**config.mk**
```make
export PLATFORM = sky130hd
export DESIGN_NAME = utf8_stream_decoder
export DESIGN_NICKNAME = d
export VERILOG_FILES = /design/src/rtl/core/u8sd_pkg.sv /design/src/rtl/core/u8sd_front.sv /design/src/rtl/core/u8sd_queue.sv /design/src/rtl/core/u8sd_back.sv /design/src/rtl/core/utf8_stream_decoder.sv
export VERILOG_INCLUDE_DIRS = /design/src /design/src/rtl/core
export SDC_FILE = /design/constraint.sdc
export NUM_CORES = 1
export LEC_CHECK = 0
export BUFFER_PORTS_ARGS = -buffer_cell sky130_fd_sc_hd__buf_4
export CAP_MARGIN = 20
export CORE_ASPECT_RATIO = 1.4
export CORE_MARGIN = 2
export CORE_UTILIZATION = 29
export CTS_CLUSTER_DIAMETER = 40
export DETAILED_ROUTE_END_ITERATION = 8
export PLACE_DENSITY = 0.49
export SLEW_MARGIN = 20
export SYNTH_ARGS = -nofsm -noshare
export SYNTH_HDL_FRONTEND = slang
export SYNTH_SLANG_ARGS = --single-unit
```
**constraint.sdc**
```tcl
create_clock -name clk -period 10.7 [get_ports clk]
set_clock_uncertainty 0.2 [all_clocks]
set_input_delay 1.07 -clock clk [delete_from_list [all_inputs] [get_ports clk]]
set_output_delay 1.07 -clock clk [all_outputs]
set_load 0.005 [all_outputs]
```
**src/rtl/core/utf8_stream_decoder_macros.svh**
```systemverilog
// ----------------------------------------------------------------------------
// UTF-8 stream decoder assertion macros
// Shared concurrent assertion forms; they compile to nothing under synthesis.
// ----------------------------------------------------------------------------
`ifndef UTF8_STREAM_DECODER_MACROS_SVH
`define UTF8_STREAM_DECODER_MACROS_SVH

`ifndef SYNTHESIS

// Same-cycle implication, disabled during reset.
`define U8SD_ASSERT_IMP(name, clk, rst, ante, cons, msg) \
  name: assert property (@(posedge clk) disable iff (rst) (ante) |-> (cons)) \
    else $error(msg);

// Next-cycle implication, disabled during reset.
`define U8SD_ASSERT_NEXT(name, clk, rst, ante, cons, msg) \
  name: assert property (@(posedge clk) disable iff (rst) (ante) |=> (cons)) \
    else $error(msg);

`else

`define U8SD_ASSERT_IMP(name, clk, rst, ante, cons, msg)
`define U8SD_ASSERT_NEXT(name, clk, rst, ante, cons, msg)

`endif

`endif

```
**src/rtl/core/u8sd_pkg.sv**
```systemverilog
// ----------------------------------------------------------------------------
// UTF-8 stream decoder package
// Queue entry type and the scalar range constants shared by the decoder.
// ----------------------------------------------------------------------------
`default_nettype none

package u8sd_pkg;

  // One classified input byte as it travels from the front to the back.
  typedef struct packed {
    logic [7:0] data;
    logic       eot;
    logic [2:0] lead_len;  // sequence length for a lead byte, 0 if not a lead
    logic       is_cont;   // byte has the 10xxxxxx continuation form
  } q_entry_t;

  // Scalar value limits.
  localparam logic [20:0] MAX_SCALAR = 21'h10FFFF;
  localparam logic [20:0] SURR_LO    = 21'h00D800;
  localparam logic [20:0] SURR_HI    = 21'h00DFFF;

  // Smallest value that each sequence length may carry.
  localparam logic [20:0] MIN_CODE2  = 21'h000080;
  localparam logic [20:0] MIN_CODE3  = 21'h000800;
  localparam logic [20:0] MIN_CODE4  = 21'h010000;

  // Continuation byte form.
  localparam logic [7:0]  CONT_MASK  = 8'hC0;
  localparam logic [7:0]  CONT_TAG   = 8'h80;

endpackage

`default_nettype wire

```
**src/rtl/core/u8sd_front.sv**
```systemverilog
// ----------------------------------------------------------------------------
// UTF-8 stream decoder front end
// Takes input bytes and classifies each one as a lead or continuation byte.
// ----------------------------------------------------------------------------
`default_nettype none

module u8sd_front (
  input  wire logic              in_valid,
  output logic                   in_ready,
  input  wire logic [7:0]        data_byte,
  input  wire logic              end_of_text,
  output logic                   push_valid,
  input  wire logic              push_ready,
  output u8sd_pkg::q_entry_t     push_data
);

  // Lead byte tags in their top bits.
  localparam logic [2:0] LEAD2_TAG = 3'b110;
  localparam logic [3:0] LEAD3_TAG = 4'b1110;
  localparam logic [4:0] LEAD4_TAG = 5'b11110;

  // Sequence length announced by a byte, zero for anything that cannot lead.
  function automatic logic [2:0] lead_len(input logic [7:0] b);
    logic [2:0] len;
    len = 3'd0;
    if (!b[7]) begin
      len = 3'd1;
    end else if (b[7:5] == LEAD2_TAG) begin
      len = 3'd2;
    end else if (b[7:4] == LEAD3_TAG) begin
      len = 3'd3;
    end else if (b[7:3] == LEAD4_TAG) begin
      len = 3'd4;
    end
    return len;
  endfunction

  // A transfer on the input goes straight into the queue.
  assign push_valid = in_valid;
  assign in_ready   = push_ready;

  // Classification done once per byte, so the back end only selects.
  always_comb begin
    push_data.data     = data_byte;
    push_data.eot      = end_of_text;
    push_data.lead_len = lead_len(data_byte);
    push_data.is_cont  = (data_byte & u8sd_pkg::CONT_MASK) == u8sd_pkg::CONT_TAG;
  end

endmodule

`default_nettype wire

```
**src/rtl/core/u8sd_queue.sv**
```systemverilog
// ----------------------------------------------------------------------------
// UTF-8 stream decoder queue
// Small FIFO of classified bytes between the front end and the back end.
// ----------------------------------------------------------------------------
`default_nettype none

module u8sd_queue #(
  parameter int DEPTH = 2
) (
  input  wire logic               clk,
  input  wire logic               rst,
  input  wire logic               push_valid,
  output logic                    push_ready,
  input  wire u8sd_pkg::q_entry_t push_data,
  output logic                    pop_valid,
  input  wire logic               pop_ready,
  output u8sd_pkg::q_entry_t      pop_data
);

  localparam int PTR_W = $clog2(DEPTH);
  localparam int CNT_W = $clog2(DEPTH + 1);

  u8sd_pkg::q_entry_t mem [DEPTH];
  logic [PTR_W-1:0]   wr_ptr;
  logic [PTR_W-1:0]   rd_ptr;
  logic [CNT_W-1:0]   fill;
  logic               push;
  logic               pop;

  assign push_ready = fill != CNT_W'(DEPTH);
  assign pop_valid  = fill != '0;
  assign pop_data   = mem[rd_ptr];
  assign push       = push_valid && push_ready;
  assign pop        = pop_valid && pop_ready;

  // Storage, written on every push transfer.
  always_ff @(posedge clk) begin
    if (push) begin
      mem[wr_ptr] <= push_data;
    end
  end

  // Pointers and fill level.
  always_ff @(posedge clk) begin
    if (rst) begin
      wr_ptr <= '0;
      rd_ptr <= '0;
      fill   <= '0;
    end else begin
      if (push) begin
        wr_ptr <= (wr_ptr == PTR_W'(DEPTH - 1)) ? '0 : wr_ptr + PTR_W'(1);
      end
      if (pop) begin
        rd_ptr <= (rd_ptr == PTR_W'(DEPTH - 1)) ? '0 : rd_ptr + PTR_W'(1);
      end
      if (push && !pop) begin
        fill <= fill + CNT_W'(1);
      end else if (pop && !push) begin
        fill <= fill - CNT_W'(1);
      end
    end
  end

endmodule

`default_nettype wire

```
**src/rtl/core/u8sd_back.sv**
```systemverilog
// ----------------------------------------------------------------------------
// UTF-8 stream decoder back end
// Holds pending bytes, decodes one scalar per cycle while the output is free and drives the output.
// ----------------------------------------------------------------------------
`default_nettype none
`include "utf8_stream_decoder_macros.svh"

module u8sd_back (
  input  wire logic               clk,
  input  wire logic               rst,
  input  wire logic               q_valid,
  output logic                    q_ready,
  input  wire u8sd_pkg::q_entry_t q_data,
  output logic                    out_valid,
  input  wire logic               out_ready,
  output logic [20:0]             code_point,
  output logic [2:0]              byte_count,
  output logic [31:0]             raw_bytes,
  output logic                    last_of_run
);

  // Held bytes; active means the current byte still owes results.
  u8sd_pkg::q_entry_t buf_ent [4];
  logic [2:0]         cnt;
  logic               eot_r;
  logic               active;

  // Working view: held bytes plus the newly taken byte.
  u8sd_pkg::q_entry_t cur_ent [4];
  logic [2:0]         cur_cnt;
  logic               cur_eot;
  logic               have;
  logic               out_free;

  // Decode results at the head.
  logic [2:0]         len0;
  logic [20:0]        code;
  logic [20:0]        minc;
  logic               cont_ok;
  logic               full;
  logic               ok;
  logic               wait0;
  logic [2:0]         use_len;
  logic [20:0]        res_code;
  logic [31:0]        res_raw;
  logic [2:0]         rem;
  u8sd_pkg::q_entry_t nxt;
  logic               last;
  u8sd_pkg::q_entry_t shifted [4];

  // A new byte is taken from the queue whenever the previous one is done.
  assign q_ready  = !active;
  assign have     = active || q_valid;
  assign out_free = !out_valid || out_ready;

  // Append the incoming byte behind the held ones.
  always_comb begin
    cur_ent = buf_ent;
    cur_cnt = cnt;
    cur_eot = eot_r;
    if (!active) begin
      cur_ent[cnt[1:0]] = q_data;
      cur_cnt           = cnt + 3'd1;
      cur_eot           = q_data.eot;
    end
  end

  // Assemble the candidate scalar for the head lead byte.
  always_comb begin
    len0 = cur_ent[0].lead_len;
    unique case (len0)
      3'd1: begin
        code    = {13'd0, cur_ent[0].data};
        minc    = '0;
        cont_ok = 1'b1;
      end
      3'd2: begin
        code    = {10'd0, cur_ent[0].data[4:0], cur_ent[1].data[5:0]};
        minc    = u8sd_pkg::MIN_CODE2;
        cont_ok = cur_ent[1].is_cont;
      end
      3'd3: begin
        code    = {5'd0, cur_ent[0].data[3:0], cur_ent[1].data[5:0],
                   cur_ent[2].data[5:0]};
        minc    = u8sd_pkg::MIN_CODE3;
        cont_ok = cur_ent[1].is_cont && cur_ent[2].is_cont;
      end
      3'd4: begin
        code    = {cur_ent[0].data[2:0], cur_ent[1].data[5:0],
                   cur_ent[2].data[5:0], cur_ent[3].data[5:0]};
        minc    = u8sd_pkg::MIN_CODE4;
        cont_ok = cur_ent[1].is_cont && cur_ent[2].is_cont && cur_ent[3].is_cont;
      end
      default: begin
        code    = {13'd0, cur_ent[0].data};
        minc    = '0;
        cont_ok = 1'b0;
      end
    endcase
  end

  // Verdict, consumed length and the look at the following byte.
  always_comb begin
    logic [2:0] sidx;
    full     = (len0 != 3'd0) && (cur_cnt >= len0);
    ok       = full && cont_ok && (code >= minc)
               && !((code >= u8sd_pkg::SURR_LO) && (code <= u8sd_pkg::SURR_HI))
               && (code <= u8sd_pkg::MAX_SCALAR);
    // A valid lead still short of bytes waits unless the text has ended.
    wait0    = (len0 != 3'd0) && (cur_cnt < len0) && !cur_eot;
    use_len  = ok ? len0 : 3'd1;
    res_code = ok ? code : {13'd0, cur_ent[0].data};
    for (int k = 0; k < 4; k++) begin
      res_raw[8*k +: 8] = (3'(k) < use_len) ? cur_ent[k].data : 8'h00;
    end
    rem  = cur_cnt - use_len;
    nxt  = cur_ent[use_len[1:0]];
    last = (rem == 3'd0)
           || ((nxt.lead_len != 3'd0) && (rem < nxt.lead_len) && !cur_eot);
    for (int i = 0; i < 4; i++) begin
      sidx       = 3'(i) + use_len;
      shifted[i] = (sidx < 3'd4) ? cur_ent[sidx[1:0]] : cur_ent[i];
    end
  end

  // Held byte storage, not reset.
  always_ff @(posedge clk) begin
    if (have) begin
      eot_r <= cur_eot;
      if (!wait0 && out_free) begin
        buf_ent <= shifted;
      end else begin
        buf_ent <= cur_ent;
      end
    end
  end

  // Count, activity and output register.
  always_ff @(posedge clk) begin
    if (rst) begin
      cnt       <= 3'd0;
      active    <= 1'b0;
      out_valid <= 1'b0;
    end else begin
      // A new result takes the output register; otherwise a taken one clears.
      if (have && !wait0 && out_free) begin
        out_valid <= 1'b1;
      end else if (out_ready) begin
        out_valid <= 1'b0;
      end
      if (have) begin
        if (wait0) begin
          cnt    <= cur_cnt;
          active <= 1'b0;
        end else if (out_free) begin
          cnt    <= rem;
          active <= !last;
        end else begin
          cnt    <= cur_cnt;
          active <= 1'b1;
        end
      end
    end
  end

  // Result payload, loaded on each emitted scalar.
  always_ff @(posedge clk) begin
    if (have && !wait0 && out_free) begin
      code_point  <= res_code;
      byte_count  <= use_len;
      raw_bytes   <= res_raw;
      last_of_run <= last;
    end
  end

  `U8SD_ASSERT_IMP(a_idle_cnt, clk, rst, !active, cnt <= 3'd3, "idle with more than three held bytes")
  `U8SD_ASSERT_IMP(a_active_cnt, clk, rst, active, cnt != 3'd0, "active with no held bytes")
  `U8SD_ASSERT_IMP(a_out_len, clk, rst, out_valid, (byte_count != 3'd0) && (byte_count <= 3'd4), "result byte count out of range")
  `U8SD_ASSERT_NEXT(a_wait_idle, clk, rst, have && wait0, !active, "waiting byte left the decoder active")

endmodule

`default_nettype wire

```
**src/rtl/core/utf8_stream_decoder.sv**
```systemverilog
// Path: a byte is registered in the queue, then decoded and its result registered at the output.
// Throughput: one result per cycle from the back end's single decode stage while the output is free;
// a byte may yield up to four results, and no new byte is taken until the last of them is out,
// while a byte that completes no sequence yet yields none and is held.
// Reset: synchronous, clears the queue, the held byte count and out_valid;
// held byte values are not reset and are never read before being written.
// ----------------------------------------------------------------------------
// UTF-8 stream decoder
// Decodes a byte stream into scalars, replaying bad sequences byte by byte.
// ----------------------------------------------------------------------------
`default_nettype none

module utf8_stream_decoder #(
  parameter int QUEUE_DEPTH = 2
) (
  input  wire logic        clk,
  input  wire logic        rst,
  input  wire logic        in_valid,
  output logic             in_ready,
  input  wire logic [7:0]  data_byte,
  input  wire logic        end_of_text,
  output logic             out_valid,
  input  wire logic        out_ready,
  output logic [20:0]      code_point,
  output logic [2:0]       byte_count,
  output logic [31:0]      raw_bytes,
  output logic             last_of_run
);

  logic               push_valid;
  logic               push_ready;
  u8sd_pkg::q_entry_t push_data;
  logic               pop_valid;
  logic               pop_ready;
  u8sd_pkg::q_entry_t pop_data;

  // Byte intake and classification.
  u8sd_front u_front (
    .in_valid    (in_valid),
    .in_ready    (in_ready),
    .data_byte   (data_byte),
    .end_of_text (end_of_text),
    .push_valid  (push_valid),
    .push_ready  (push_ready),
    .push_data   (push_data)
  );

  // Decoupling queue.
  u8sd_queue #(
    .DEPTH (QUEUE_DEPTH)
  ) u_queue (
    .clk        (clk),
    .rst        (rst),
    .push_valid (push_valid),
    .push_ready (push_ready),
    .push_data  (push_data),
    .pop_valid  (pop_valid),
    .pop_ready  (pop_ready),
    .pop_data   (pop_data)
  );

  // Sequence decode and output.
  u8sd_back u_back (
    .clk         (clk),
    .rst         (rst),
    .q_valid     (pop_valid),
    .q_ready     (pop_ready),
    .q_data      (pop_data),
    .out_valid   (out_valid),
    .out_ready   (out_ready),
    .code_point  (code_point),
    .byte_count  (byte_count),
    .raw_bytes   (raw_bytes),
    .last_of_run (last_of_run)
  );

endmodule

`default_nettype wire
```
---- After elaboration in Yosys (flattened, before gate mapping) ----
Memories as Yosys holds them, arrays and structs flattened. A register that Yosys moved wholly into a read port is not among the register bits.
Index checks and enable logic that the tools add are counted.
operators by class
  add/subtract/negate cells ............... 9
  multiply operators ...................... 0
  div/mod/pow operators ................... 0
  $lt $le $gt $ge ......................... 21
  eq/ne operators ......................... 9
  shifts and indexed selects .............. 0
  multiplexer cells ....................... 46
  bitwise gates (word level) .............. 5
  reduce and logical (&&, ||, !) cells .... 37
operators by type and width
  kind                  count
  $mux 13               13
  $bmux 13 s2           4
  $mux 52               2
  $pmux 21 s3           1
  $bwmux 52             1
  $pmux 17 s3           1
  $demux 13 s2          1
  $mux 3                8
  $ge 21x16->1 const B  1
  $ge 21x17->1          1
  $le 21x16->1 const B  1
  $le 21x21->1 const B  1
  $logic_and 1x1->1     20
  $ge 3x3->1 const B    5
  $not 2->3             5
  $lt 3x3->1 const B    4
  $mux 1                11
  $logic_not 1->1       8
  $mux 8                1
  $add 2x3->3 const A   2
  $eq 3x2->1 const B    2
  $eq 3x3->1 const B    2
  $lt 1x3->1 const A    2
  $lt 2x3->1 const A    2
  other kinds (20)      28
storage, ports and cells
  bits in registers ....................... 119
  latch bits .............................. 0
  bits in writable memories ............... 26
  bits in read-only memories .............. 0
  logic and storage cells ................. 159
  memories ................................ 1
memories
  name         words  bits a word  read ports  clocked after Yosys merged registers in  wr ports  line              text
  u_queue.mem  2      13           1           1                                        1         u8sd_queue.sv:23  u8sd_pkg::q_entry_t mem [DEPTH];

---- Depth between registers and ports, before layout ----
Gate-level depths: netlist of the first run.
  word-level depth ........................ 26
  depth in mapped cells ................... 27
  depth with buffers taken out ............ 24

---- By module ----
From an unflattened synthesis of the first run, not the netlist that was laid out.
unflattened totals
  cells, all modules ...................... 762
  area total of the unflattened synthesis .. 8540.7 µm²
by module, submodules not included
  module      times used  cells an instance  area an instance (µm²)  seq. area each (µm²)
  u8sd_back   1           680                7254.5                  3283.1
  u8sd_queue  1           64                 1162.4                  880.8
  u8sd_front  1           18                 123.9                   0.0

---- Worst setup path before layout of the first run ----
No wires, ideal clock.
  path kind ............................... reg-to-reg
  from .................................... reg u_back.cnt[0]
  to ...................................... reg u_back.active
  arrival ................................. 5412 ps
  required time ........................... 10364 ps
  setup slack ............................. 4952 ps
  stages on the path, launching flop included .. 27
  path buffers ............................ 3
  clock period less this slack ............ 5748 ps
  cells stage by stage .................... dfxtp_1 > inv_1 > ha_1 > nand2b_4 > buf_6 > mux2i_1 > inv_2 > nor3_2 > inv_1 > nor2_1 > ha_1 > nor2_1 > a221oi_4 > o211a_2 > nand3_1 > buf_2 > buf_2 > ha_1 > fa_1 > xor2_1 > a21oi_1 > nand2b_1 > ha_1 > o21ai_0 > or3b_2 > a221oi_1 > a2111oi_2
on the way
  longest elaborated chain between the ends .. 26
  elaborated cells between the ends (all ways) .. 50
  those cells by class .................... add/sub: 2; order compare: 9; eq/ne: 4; mux: 14; bitwise: 2; reduce/logical: 19
RTL lines
  element                                                                line              text
  from (decl)                                                            u8sd_back.sv:24   logic [2:0] cnt;
  from (signal assigned)                                                 u8sd_back.sv:153  cnt <= cur_cnt;
  from (signal assigned)                                                 u8sd_back.sv:156  cnt <= rem;
  from (signal assigned)                                                 u8sd_back.sv:159  cnt <= cur_cnt;
  $not 2->3 (implied by the code) *                                      u8sd_back.sv:62   cur_ent[cnt[1:0]] = q_data;
  $ge 3x3->1 (implied by the code) / $lt 3x1->1 (equally long branches)  u8sd_back.sv:62
  $logic_and 1x1->1 (implied by the code)                                u8sd_back.sv:62
  $mux 13 (implied by the code)                                          u8sd_back.sv:62
  $demux 13 s2 *                                                         u8sd_back.sv:62
  $bwmux 52 *                                                            u8sd_back.sv:62
  $mux 52 *                                                              u8sd_back.sv:61   if (!active) begin
  $eq 3x3->1 / $eq 3x2->1 (equally long branches)                        u8sd_back.sv:71   unique case (len0)
  (+1 left out)                                                          -
  named net u_back.code[16]                                              u8sd_back.sv:37   logic [20:0] code;
  (+6 left out)                                                          -
  named net u_back.use_len[0]                                            u8sd_back.sv:43   logic [2:0] use_len;
  (+1 left out)                                                          -
  $bmux 13 s2                                                            u8sd_back.sv:117  nxt = cur_ent[use_len[1:0]];
  $mux 13 (implied by the code) (2 in a row)                             u8sd_back.sv:117
  $lt 3x3->1 / $reduce_bool 3->1 (equally long branches)                 u8sd_back.sv:119  || ((nxt.lead_len != 3'd0) && (rem < nxt.lead_len) && !cur_eot);
  $logic_and 1x1->1 (2 in a row)                                         u8sd_back.sv:119
  $logic_or 1x1->1 *                                                     u8sd_back.sv:119
  $logic_not 1->1 *                                                      u8sd_back.sv:157  active <= !last;
  $mux 1 *                                                               u8sd_back.sv:155  end else if (out_free) begin
  $mux 1 *                                                               u8sd_back.sv:152  if (wait0) begin
  to (signal assigned)                                                   u8sd_back.sv:157
  to (decl)                                                              u8sd_back.sv:26   logic active;
Mark *: on every way through the listed nets, which the timed path passes. The rest lies on a longest branch. The select of a mux whose other input is x is not followed.
A chain may end at the register's enable or synchronous reset.

---- Worst setup path in the final report of the first run ----
Same ends and word-level chain as after synthesis.

==> results.md, run 1 <==
- Unique masters post-synth: 78
- Max_cap viols: 0
- Yosys synthesis warning count: 0
- Initial antenna violation count: 0
- Worst Hold Class: flop to flop
- Fillers: 2807
- Setup crit end kind: flop
- Kind of critical path: flop to flop
- Syn Area/Cell: 10.2 sq um
- Vias per inst: 5.39
- Ratio of cells with drive above 1 in the final layout: 19.1%
- Least-Margin Pin Slew: 0.991 ns
- Post-synth top area share: 48.4%
- Clk buf depth: 2
- Top FF cell, synth: edfxtp_1
- Startpoint types: flop
- Routed length per placed instance: 20.8 microns
- Ys async rst share: 0%
- Total core area: 0.0277 sq mm
- Final-report max-slew violation count: 0
- Final nets: 889
- Fmax: 0.133 GHz
- IO Port Bufs: 71
- Minimum clock period: 7.50 ns
- Top post-synthesis cells by count: edfxtp_1, nor2_1, nand2_1
- Die X: 146 microns
- Most common cell in the synthesized netlist: edfxtp_1
- Antenna Cells: 0
- Root Buffer: clkbuf_16
- GRT Residual Overflow: 0
- Initial DRT Pass Iterations: 6
- Hold-fix buffers, CTS: 0
- Final period util: 70.1%
- TritonCTS clock tree: built
- H-tree depth: 4
- Crit-path max FO: 23
- Placed wire-length estimate: 17900 microns
- Layout area overhead: 18.4%
- Clk sinks: 142
- Cells after synthesis: 803
- Cell accounting for the most synthesized area: edfxtp_1
- Post-CTS Setup Inserts: 0
- Fin. Hold Viols: 0
- CP arrival: 7.61 ns
- Top cells by area, synth: edfxtp_1, nor2_1, a21oi_1, nand2_1, mux2i_1
- Die height: 203 microns
- Clk Latency, worst-skew pair: 0.43 ns
- Setup Viol. Count Final: 0
- Drt initial violations: 562
- Die area: 0.0296 sq mm
- First-pass GRT wire length: 39400 microns
- Post-Route WL: 25900 microns
- Status: completed
- Final ANT Viol Nets: 0
- Via count: 6688
- Num ports: 72
- Pin count of the biggest net entering global routing: 60
- Worst path required time: 10.81 ns
- GRT Total Usage: 17.7%
- DRC viols: 0
- Post_cts resized: 0
- Synth Register Bits: 142
- Initial core utilization: 29.5%
- RSZ-0062 raised after global routing: false
- Slew headroom: 33.9%
- Num rows: 72
- RePlAce Congestion: 0.874
- Mapped Area: 0.00819 sq mm
- Fin Setup TNS: 0 ns
- CTS Buf Count: 17
- EDFF count, synth: 132
- Register area share after synthesis: 50.8%
- Syn nets: 834
- CTS clock-pin slew for the worst setup and hold paths: 0.06 ns
- Vias in the first global route: 6429
-- per-stage QoR --
stage | worst slack, ns | hold slack (ns) | area [sq um] | instances | util (%)
after floorplan | 4.95 | 0.262 | 8190 | 803 | -
after global placement | 3.45 | 0.277 | 9090 | 1209 | 32.8
after detailed placement | 3.22 | 0.282 | 9090 | 1209 | 32.8
after CTS | 3.18 | 0.291 | 9700 | 1241 | 35.0
after global routing | 2.64 | 0.333 | 9700 | 1241 | 35.0
final | 3.20 | 0.283 | 9700 | 1241 | 35.0
-- cells by family (layout without fill, tap and decap cells) --
kind of cell | after synthesis | after routing | synth area share [%]
buf+inv | 74 | 142 | 4.05
compound gates | 262 | 262 | 21.0
fa+ha+maj | 18 | 18 | 2.84
xor+xnor | 7 | 7 | 0.748
simple gates | 256 | 256 | 14.3
flops | 142 | 142 | 50.8
mux | 44 | 44 | 6.25
-- critical path, cell delays in order (launching register included) --
cell and delay (ns):
dfxtp_1 0.44, inv_1 0.10, ha_1 0.24, nand2b_4 0.31, mux2i_1 0.81, inv_2 0.26, nand2_2 0.34, nor2_4 0.07
inv_2 0.15, o22ai_2 0.15, ha_1 0.33, o31ai_1 0.07, nand3_1 0.19, o211a_2 0.34, nand2_1 0.62, inv_1 0.38
fa_1 0.52, xor2_1 0.30, a21oi_1 0.11, nand2b_1 0.17, ha_1 0.28, o21ai_0 0.07, or3b_2 0.49, a221oi_1 0.33
a2111oi_2 0.09
-- sequential cells by signal, summed over array words and instances (netlist names), named ones only --
signal / cells
u_back.raw_bytes: 32
u_back.buf_ent: 48
u_back.code_point: 21
u_back.active: 1
u_queue.wr_ptr: 1
u_back.last_of_run: 1
u_queue.fill: 2
u_back.eot_r: 1
u_back.cnt: 3
u_back.out_valid: 1
u_back.byte_count: 3
u_queue.rd_ptr: 1
u_queue.mem: 26
-- per-layer routing --
metal  track usage, %  up-vias  wire length (microns)
met2             30.5      246                  13000
li1                 -     3173                      -
met4             11.5        0                   1570
met1             20.1     3204                   9970
met5                0        -                      0
met3             3.15       65                   1330
-- path summary, 6_finish.rpt --
path                                            startpoint  cells after the start  slack, ns                         end
worst min register to register  u_back.cnt[2]$_SDFFE_PP0N_                      2       0.28  u_back.cnt[2]$_SDFFE_PP0N_
worst min-delay path            u_back.cnt[2]$_SDFFE_PP0N_                      2       0.28  u_back.cnt[2]$_SDFFE_PP0N_
worst max register to register  u_back.cnt[0]$_SDFFE_PP0N_                     24       3.20  u_back.active$_SDFFE_PP0N_
worst max-delay path            u_back.cnt[0]$_SDFFE_PP0N_                     24       3.20  u_back.active$_SDFFE_PP0N_
-- cell usage in the layout, fill, tap and decap left out, drive strengths merged, types with 4 or more instances in the layout --
master	count
clkbuf	25
o22ai	25
a21oi	67
nand3	8
o21a	7
xor2	7
inv	24
nand2	90
edfxtp	132
a222oi	5
o211ai	6
ha	17
and3	4
nor2b	5
nand2b	10
clkinv	5
o21ai	71
nor4	8
a221oi	28
o31ai	4
buf	87
nor2	104
mux2i	33
nor3	10
o221ai	6
a211oi	13
mux2	11
dfxtp	10
a2111oi	5
a22oi	4
-- final cells by class --
cell class	instances	area (sq um)	area share, %
timing repair buffer	87	653	6.73
sequential	142	4160	42.9
clock inverter	7	42.5	0.438
clock buffer	25	572	5.89
multi-input combinational	587	3720	38.3
tap	370	463	4.77
inverter	23	88.8	0.916
Power of run 1 is not shown: default switching activity piles up to over one toggle a cycle in this logic, so the estimate is an artifact.
==> run 2: changes to the inputs <==
==> constraint.sdc (replaced) <==
create_clock -name clk -period 7.85 [get_ports clk]
set_clock_uncertainty 0.2 [all_clocks]
set_input_delay 0.785 -clock clk [delete_from_list [all_inputs] [get_ports clk]]
set_output_delay 0.785 -clock clk [all_outputs]
set_load 0.005 [all_outputs]
==> run 2 against run 1 <==
Against the previous run:
- register-to-register slack lost 1.8 ns
- clock-buffer cell count rose by 2
- global-route usage grew 0.17 points
- sequential share of layout area down 0.36 points
- fmax grew 16%
- critical path depth fell by 1
- non-clock buffer count rose by 8
- via count increased by 0.99%
- final cell count up 0.64%
- worst setup slack worse by 1.8 ns
- routed wire length rose by 0.92%
- critical endpoint unchanged
- core utilization up 0.30 points
==> results.md, run 2 (same netlist as run 1, synthesis figures left out) <==
- Status: completed
- Clk buf depth: 2 (unchanged)
- Num rows: 72 (unchanged)
- Crit. path cell count: 23 (-4.2%)
- Routed length per placed instance: 20.9 microns (+0.27%)
- Fmax: 0.155 GHz (+16%)
- Startpoint types: flop
- Die X: 146 microns (unchanged)
- First-pass GRT wire length: 39800 microns (+1.1%)
- GRT Total Usage: 17.8% (+0.17 points)
- RePlAce Congestion: 0.911 (+4.2%)
- Commonest cells after routing, fill and taps aside: edfxtp_1, nor2_1, buf_4
- R2R depth: 23 (-4.2%)
- Pin count of the biggest net entering global routing: 60 (unchanged)
- Largest Register: u_back.buf_ent
- Ratio of cells with drive above 1 in the final layout: 19.8% (+0.74 points)
- Least-Margin Pin Slew: 0.976 ns (-0.0157 ns)
- Max_cap viols: 0 (unchanged)
- Worst path required time: 7.96 ns (-2.85 ns)
- CTS clock-pin slew for the worst setup and hold paths: 0.06 ns (about the same)
- Hold-fix buffers, CTS: 0 (unchanged)
- CTS Buf Count: 17 (unchanged)
- Antenna Cells: 0 (unchanged)
- Via count: 6754 (+0.99%)
- Critical path's slowest cell: mux2i_4
- Cell mode on critical path: ha_1
- Die height: 203 microns (unchanged)
- Worst path max stage delay: 0.59 ns (-0.22 ns)
- Fin Setup TNS: 0 ns (unchanged)
- GRT Residual Overflow: 0 (unchanged)
- Post_cts resized: 0 (unchanged)
- Post-Route WL: 26100 microns (+0.92%)
- Finished Layout Cells: 1249 (+0.64%)
- Final design utilization: 35.3% (+0.30 points)
- Hold path cells: 2 (unchanged)
- Num ports: 72 (unchanged)
- CP cell instances: inv_1, ha_1, nand2b_4, mux2i_4, nand2_2, nor2_4, inv_2, o22ai_2, ha_1, o31ai_1, nand3_1, o211a_2, nand2_1, inv_1, fa_1, xor2_1, a21oi_1, nand2b_1, ha_1, o21ai_0, or3b_2, a221oi_1, a2111oi_2
- Commonest non-fill, non-tap cell in the layout: edfxtp_1
- Initial DRT Pass Iterations: 5 (-1)
- Max reg flops: 48 (unchanged)
- Root Buffer: clkbuf_16
- Placed wire-length estimate: 18400 microns (+2.4%)
- Setup crit end kind: flop
- Total core area: 0.0277 sq mm (unchanged)
- Drt initial violations: 622 (+11%)
- Vias per inst: 5.41 (+0.34%)
- Slew headroom: 33.1% (-0.81 points)
- Post-CTS Setup Inserts: 0 (unchanged)
- Biggest regs: u_back.buf_ent: 48 flops, u_back.raw_bytes: 32 flops, u_queue.mem: 26 flops
- Initial core utilization: 29.5% (unchanged)
- Worst path top cell family by delay: simple AND/OR/NAND/NOR gates
- DRC viols: 0 (unchanged)
- Clk Latency, worst-skew pair: 0.44 ns (about the same)
- CP arrival: 6.57 ns (-1.04 ns)
- Minimum clock period: 6.46 ns (-1.05 ns)
- H-tree depth: 4 (unchanged)
- Kind of critical path: flop to flop
- TritonCTS clock tree: built
- Final ANT Viol Nets: 0 (unchanged)
- RSZ-0062 raised after global routing: false
- Initial antenna violation count: 0 (unchanged)
- Layout area overhead: 19.4%
- Final-report max-slew violation count: 0 (unchanged)
- Cell count after placement: 1217 (+0.66%)
- Final period util: 82.2% (+12 points)
- IO Port Bufs: 71 (unchanged)
- Setup Viol. Count Final: 0 (unchanged)
- Die area: 0.0296 sq mm (unchanged)
- Fillers: 2872 (+2.3%)
- Fin. Hold Viols: 0 (unchanged)
- Vias in the first global route: 6518 (+1.4%)
- Final nets: 897 (+0.90%)
- Worst Hold Class: flop to flop
- Clk sinks: 142 (unchanged)
- Crit-path max FO: 21 (-8.7%)
- CP bufs+invs: 3 (-1)
## run 2: changes by cell type in the layout (fill, tap and decap cells not counted), sizes merged
cell and change:
inv +1, clkinvlp -1, buf +8, clkinv -2
clkbuf +2
## run 2: worst min-delay path, stage by stage (launching register included)
cell	delay, ns
dfxtp_1	0.33
nand2_1	0.06
a21oi_1	0.05
## run 2: final cells by class
| class | count | area (sq um) | area share (%) |
|---|---|---|---|
| inverter | 23 | 88.8 | 0.908 |
| clock buffer | 27 | 609 | 6.23 |
| timing repair buffer | 95 | 713 | 7.29 |
| multi-input combinational | 587 | 3720 | 38.0 |
| tap | 370 | 463 | 4.73 |
| clock inverter | 5 | 31.3 | 0.320 |
| sequential | 142 | 4160 | 42.6 |
## run 2: metal layers
metal / global-route usage [%] / vias up / wire length, microns
li1: - / 3189 / -
met4: 11.1 / 0 / 1500
met3: 3.21 / 59 / 1370
met5: 0 / - / 0
met2: 30.3 / 270 / 13000
met1: 20.9 / 3236 / 10200
## run 2: final timing paths
kind         slack (ns)                        from                         end
min                0.29  u_back.cnt[2]$_SDFFE_PP0N_  u_back.cnt[2]$_SDFFE_PP0N_
max                1.39  u_back.cnt[0]$_SDFFE_PP0N_  u_back.active$_SDFFE_PP0N_
min reg2reg        0.29  u_back.cnt[2]$_SDFFE_PP0N_  u_back.cnt[2]$_SDFFE_PP0N_
max reg2reg        1.39  u_back.cnt[0]$_SDFFE_PP0N_  u_back.active$_SDFFE_PP0N_
## run 2: through the flow
step                      instance area [sq um]  setup slack [ns]  hold WS [ns]
final                                      9790              1.39         0.285
after global routing                       9790             0.939         0.315
after CTS                                  9790              1.44         0.289
after detailed placement                   9150              1.47         0.280
after global placement                     9150              1.58         0.278
after floorplan                            8190              2.10         0.262
Power of run 2 is left out for the same reason.
